===== config.mk =====
export PLATFORM = sky130hd
export DESIGN_NAME = prim_modmul
export DESIGN_NICKNAME = d
export VERILOG_FILES = /design/src/hw/rtl/prim_modmul.sv
export SDC_FILE = /design/constraint.sdc
export NUM_CORES = 1
export LEC_CHECK = 0
export BUFFER_PORTS_ARGS = -buffer_cell sky130_fd_sc_hd__buf_4
export CORE_MARGIN = 2
export CORE_UTILIZATION = 40
export CTS_BUF_LIST = sky130_fd_sc_hd__clkbuf_16
export DETAILED_ROUTE_END_ITERATION = 7
export HOLD_SLACK_MARGIN = 0.06
export PLACE_DENSITY = 0.7
export SETUP_SLACK_MARGIN = 0.15
export SKIP_CTS_REPAIR_TIMING = 1
export SYNTH_ARGS = -nofsm -noshare
export SYNTH_HDL_FRONTEND = slang
export SYNTH_SLANG_ARGS = --single-unit

===== constraint.sdc =====
create_clock -name clk -period 6.8 [get_ports clk]
set_input_delay 0.34 -clock clk [delete_from_list [all_inputs] [get_ports clk]]
set_output_delay 0.34 -clock clk [all_outputs]
set_load 0.02 [all_outputs]

===== src/hw/rtl/prim_modmul.sv =====
`default_nettype none
// bit-serial modular multiply: one multiplier bit per cycle, msb first
module prim_modmul #(
	parameter int W = 40
) (
	input wire logic clk,
	input wire logic arst_n,
	input wire logic start,
	input wire logic [W-1:0] x,
	input wire logic [W-1:0] y,
	input wire logic [W-1:0] m,
	output logic busy,
	output logic done,
	output logic [W-1:0] prod
);
	localparam int CW = $clog2(W + 1);
	logic [W-1:0] acc_q;
	logic [W-1:0] y_q;
	logic [W-1:0] x_q;
	logic [CW-1:0] cnt_q;
	logic busy_q;
	logic done_q;
	logic [W:0] dbl;
	logic [W:0] dbl_r;
	logic [W:0] sum;
	logic [W-1:0] nxt;

	// one step: double, reduce, add, reduce
	always_comb begin
		dbl = {acc_q, 1'b0};
		dbl_r = (dbl >= {1'b0, m}) ? dbl - {1'b0, m} : dbl;
		sum = dbl_r + (y_q[W-1] ? {1'b0, x_q} : '0);
		if (sum >= {1'b0, m}) begin
			sum = sum - {1'b0, m};
		end
		nxt = sum[W-1:0];
	end

	always_ff @(posedge clk or negedge arst_n) begin
		if (!arst_n) begin
			busy_q <= 1'b0;
			done_q <= 1'b0;
			cnt_q <= '0;
		end else begin
			done_q <= 1'b0;
			if (start) begin
				busy_q <= 1'b1;
				cnt_q <= CW'(W);
			end else if (busy_q) begin
				cnt_q <= cnt_q - 1'b1;
				if (cnt_q == CW'(1)) begin
					busy_q <= 1'b0;
					done_q <= 1'b1;
				end
			end
		end
	end

	// datapath registers
	always_ff @(posedge clk) begin
		if (start) begin
			acc_q <= '0;
			y_q <= y;
			x_q <= x;
		end else if (busy_q) begin
			acc_q <= nxt;
			y_q <= {y_q[W-2:0], 1'b0};
		end
	end

	assign busy = busy_q;
	assign done = done_q;
	assign prod = acc_q;
endmodule
`default_nettype wire


# == After elaboration in Yosys (flattened, before gate mapping) ==
# Index checks and enable logic that the tools add are counted.
# word_totals
ff_bits,128
inputBits,123
out_inout_bits,42
word_cells,27
# classes
add_sub_neg,4
order_cmp,2
n_eq_ne,1
mux,13
reduce_logical,1
# op_table
op,n
$mux W40,4
$ge A41 B40 Y1,2
$add A41 B40 Y41,1
$mux W41,1
$sub A41 B40 Y41,1
$sub A40 B40 Y40,1
$mux W6,2
$eq A6 B1 Y1 const B,1
$mux W1,6
$sub A6 B1 Y6 const B,1
$reduce_bool A2 Y1,1

# == Depth between registers and ports, before layout ==
# depth
word_depth,5
mapped_depth,36

# == Least setup slack after synthesis ==
# OpenSTA, ideal clock, no wires.
# synth_path
kind,register -> register
from,register acc_q[9] (netlist: prod[9])
to,register acc_q[36] (netlist: prod[36])
setup_time_ns,0.088
arrival_ns,7.161
t_required_ns,6.712
slack_ns,-0.449
stages_incl_launch_ff,34
n_path_buf,4
period_less_slack_ns,7.249
cell_sequence,dfxtp_1 ha_1 clkbuf_1 a21o_1 a31oi_1 o22ai_1 o211ai_1 a311oi_1 nor3_2 clkbuf_1 clkbuf_1 nor2_1 ha_1 fa_1 a211oi_2 o21ai_1 a21oi_1 o21ai_0 a211oi_1 o21bai_1 a21oi_1 xnor2_1 ha_1 clkbuf_1 nand3_1 nor3_1 nand3_1 o22a_1 o2111ai_1 nand2_1 o211ai_2 nor3_2 or4_1 a311oi_2
# synth_via
elab_chain_cells,5
word_cells_on_any_way,7
classes_between,add/sub: 3; order compare: 2; mux: 2
# synth_rtl
element,line,source
"start, declared",17,logic [W-1:0] acc_q;
"start signal, assigned",66,acc_q <= nxt;
$sub A41 B40 Y41 / $ge A41 B40 Y1 (equally long branches),31,"dbl_r = (dbl >= {1'b0, m}) ? dbl - {1'b0, m} : dbl;"
$mux W41 (*),31,
$add A41 B40 Y41 (*),32,"sum = dbl_r + (y_q[W-1] ? {1'b0, x_q} : '0);"
$sub A40 B40 Y40 / $ge A41 B40 Y1 (equally long branches),"34, 33",
$mux W40 (*),33,"if (sum >= {1'b0, m}) begin"
# Mark *: on every way between the ends. The rest lies on a longest branch, timed or not.
# A chain may end at the register's enable or synchronous reset.

# == Worst setup path in the final report ==
# layout_path
from,register acc_q[31] (netlist: prod[31])
to,register acc_q[36] (netlist: prod[36])
# The elaborated chain is that of the path after synthesis.

==> flow_metrics.tcl <==
set metrics [dict create \
    ios 165 \
    top_layer "met4" \
    row_count 64 \
    cap_violations 0 \
    grt_max_degree 80 \
    synth_top_area_share 0.196 \
    tightestPinTransition_ns 0.921 \
    die_x_um 179 \
    hold-worst-slack_ns 0.0752 \
    n_antenna_cell 0 \
    synth_nets 1682 \
    wl_met2_um 23100 \
    routed_wl_um 48400 \
    yosys-top-cells-area "edfxtp_1 (20%), ha_1 (12%), dfxtp_1 (6.5%)" \
    drv_slew 0 \
    root_buffer "clkbuf_16" \
    track_usage 0.275 \
    ys_warn_count 0 \
    core-area_sq_um 30300 \
    port_buffers 164 \
    place_hpwl_um 35500 \
    outcome "finished with violations" \
    cp.arrival_ns 7.44 \
    synth-edff-count 80 \
    ys.flop_type "edfxtp_1" \
    postLayoutSetupSlackWorst_ns -0.265 \
    seq_area_frac_synth 0.278 \
    finalNetCount 2360 \
    drc_errors 0 \
    endpoint_kind "flop" \
    drtPass1Iterations 5 \
    ys_ff_latch 128 \
    startpoint_type "flop" \
    crit_type "flop to flop" \
    met3_wirelength_um 3050 \
    grt_first_pass_wirelength_um 68300 \
    slew_headroom 0.386 \
    detail-route-antenna-nets 0 \
    finalCriticalPeriod_ns 7.07 \
    reg2reg_depth 31 \
    vias 14000 \
    cts_tree "done" \
    die_h_um 179 \
    grt_setup_unrepaired "yes" \
    clockBufferDepth 2 \
    critPathMaxFanout 6 \
    dieArea_sq_um 32100 \
    ys_types 78 \
    drtIter0Drc 1021 \
    crit_path_max_incr_delay_ns 0.51 \
    synth_top_area_cell "edfxtp_1" \
    antenna_found_initial 0 \
    drive_gt1_frac 0.446 \
    finalSetupViolations 35 \
    wl_met1_um 20100 \
    whs_path_depth 1 \
    start_util 0.404 \
    violations "setup timing" \
    cp_slowest_cell "a2111o_1" \
    crit_required_ns 7.17 \
    clk_pin_slew_worst_paths_ns 0.08 \
    grt.overflow.total 0 \
    post-route-period-util 1.04 \
    cts.sinks 128 \
    syn_avg_cell_area_sq_um 8.55 \
    hold_class "primary input to flop" \
    area_growth_pct 63.1 \
    hold_violations 0 \
    async_flop_share 0.0625 \
    clk_latency_ns 0.46 \
    post-place-ws_ns -1.01 \
    post_drt_wl_per_cell_um 19.2 \
    h-tree-depth 4 \
    cts_made_buffers 17 \
    routabilityCongestion 0.999 \
    finalClockSkew_ns 0.0207 \
    vias_per_cell 5.56 \
    synth_area_sq_um 12300 \
    grt_pass1_vias 13300 \
    synthCells 1434 \
    fmax_ghz 0.142 \
]
[sequential cells by signal (all words and copies together), names as in the netlist]
register and cells:
y_q 40, x_q 40, prod 40, busy 1
done 1, cnt_q 6
[metal layers]
| metal | global-route usage | vias up |
|---|---|---|
| met4 | 0.122 | 0 |
| met2 | 0.464 | 517 |
| met5 | 0 | - |
| met1 | 0.341 | 6706 |
| met3 | 0.0507 | 126 |
| li1 | - | 6668 |
[layout make-up]
type,count,area (sq um)
clock buffer,17,425
clock inverter,15,146
fill,2397,10400
inverter,77,289
multi-input combinational,1175,9520
sequential,128,3420
tap,396,495
timing repair buffer,713,5700
[kinds of logic after synthesis]
family | Yosys count | synth area share
buf+inv | 131 | 0.0438
flops | 128 | 0.278
fa+ha+maj | 125 | 0.129
mux | 73 | 0.0638
simple gates | 419 | 0.166
xor+xnor | 108 | 0.0772
compound gates | 450 | 0.243
[worst max-delay path: cells and delay by family, from the launching register on]
family                     cells  cell delay (ns)
AOI/OAI and AO/OA             17             3.65
and+or+nand+nor                6             1.10
xor gates and xnor gates       1             0.12
adders and majority gates      4             1.25
buffers and inverters          3             0.50
DFF                            1             0.33
[synth_stat cells (all sizes together) (6+ instances only)]
library cell,number
xor2,43
nor4,7
o211ai,10
inv,77
and2,48
nor2,109
clkbuf,37
nand2,121
a31oi,20
o21ai,101
o21a,18
a311oi,9
nor2b,13
a21oi,101
o311ai,6
o21bai,12
nor3,25
and3,12
dfrtp,8
a21boi,7
nand2b,8
o31ai,9
dfxtp,40
mux2i,32
edfxtp,80
a21o,58
mux2,41
xnor2,65
buf,17
nand3,28
nand4,20
ha,122
or2,7
a211oi,53
[placed cells by master (no fill, tap or decap), types with 8 or more instances in the layout]
master         count
a211oi_1          35
a211oi_2          14
a21o_1            56
a21oi_1           79
a21oi_2           20
a31oi_1           14
and2_1            45
and3_1            12
buf_4            646
buf_6             14
clkbuf_16         23
dfxtp_1           30
dfxtp_2           10
dlygate4sd3_1     39
edfxtp_1          80
ha_1              93
ha_4              22
inv_1             77
mux2_2            41
mux2i_1           25
nand2_1          112
nand2b_1           8
nand3_1           23
nand4_1           20
nor2_1           100
nor2_2             8
nor2b_1           12
nor3_1            16
o211ai_1           9
o21a_1            17
o21ai_0           65
o21ai_1           23
o21ai_2           11
o21bai_1          11
xnor2_1           59
xor2_1            42
[worst paths after layout]
check	start	endpoint	slack, ns
setup reg to reg	prod[31]	prod[36]	-0.27
setup / recovery	prod[31]	prod[36]	-0.27
min in group asynchronous	arst_n	cnt_q[3]	0.28
max in group asynchronous	arst_n	busy	6.38
hold / removal	x[24]	x_q[24]	0.08
hold reg to reg	cnt_q[5]	cnt_q[5]	0.54
[stage by stage]
stage           util  cells  instance area (sq um)  setup TNS, ns
6_report       0.659   2521                  20000          -3.99
3_3_place_gp   0.569   2397                  17300         -31.17
5_1_grt        0.659   2521                  20000         -11.74
3_5_place_dp   0.569   2397                  17300         -36.75
4_1_cts        0.588   2429                  17900         -28.91
2_1_floorplan      -   1434                  12400              0
Power is left out: the tool's default activity adds up to more than one toggle a clock period on the data nets, which glitch-free logic cannot reach.
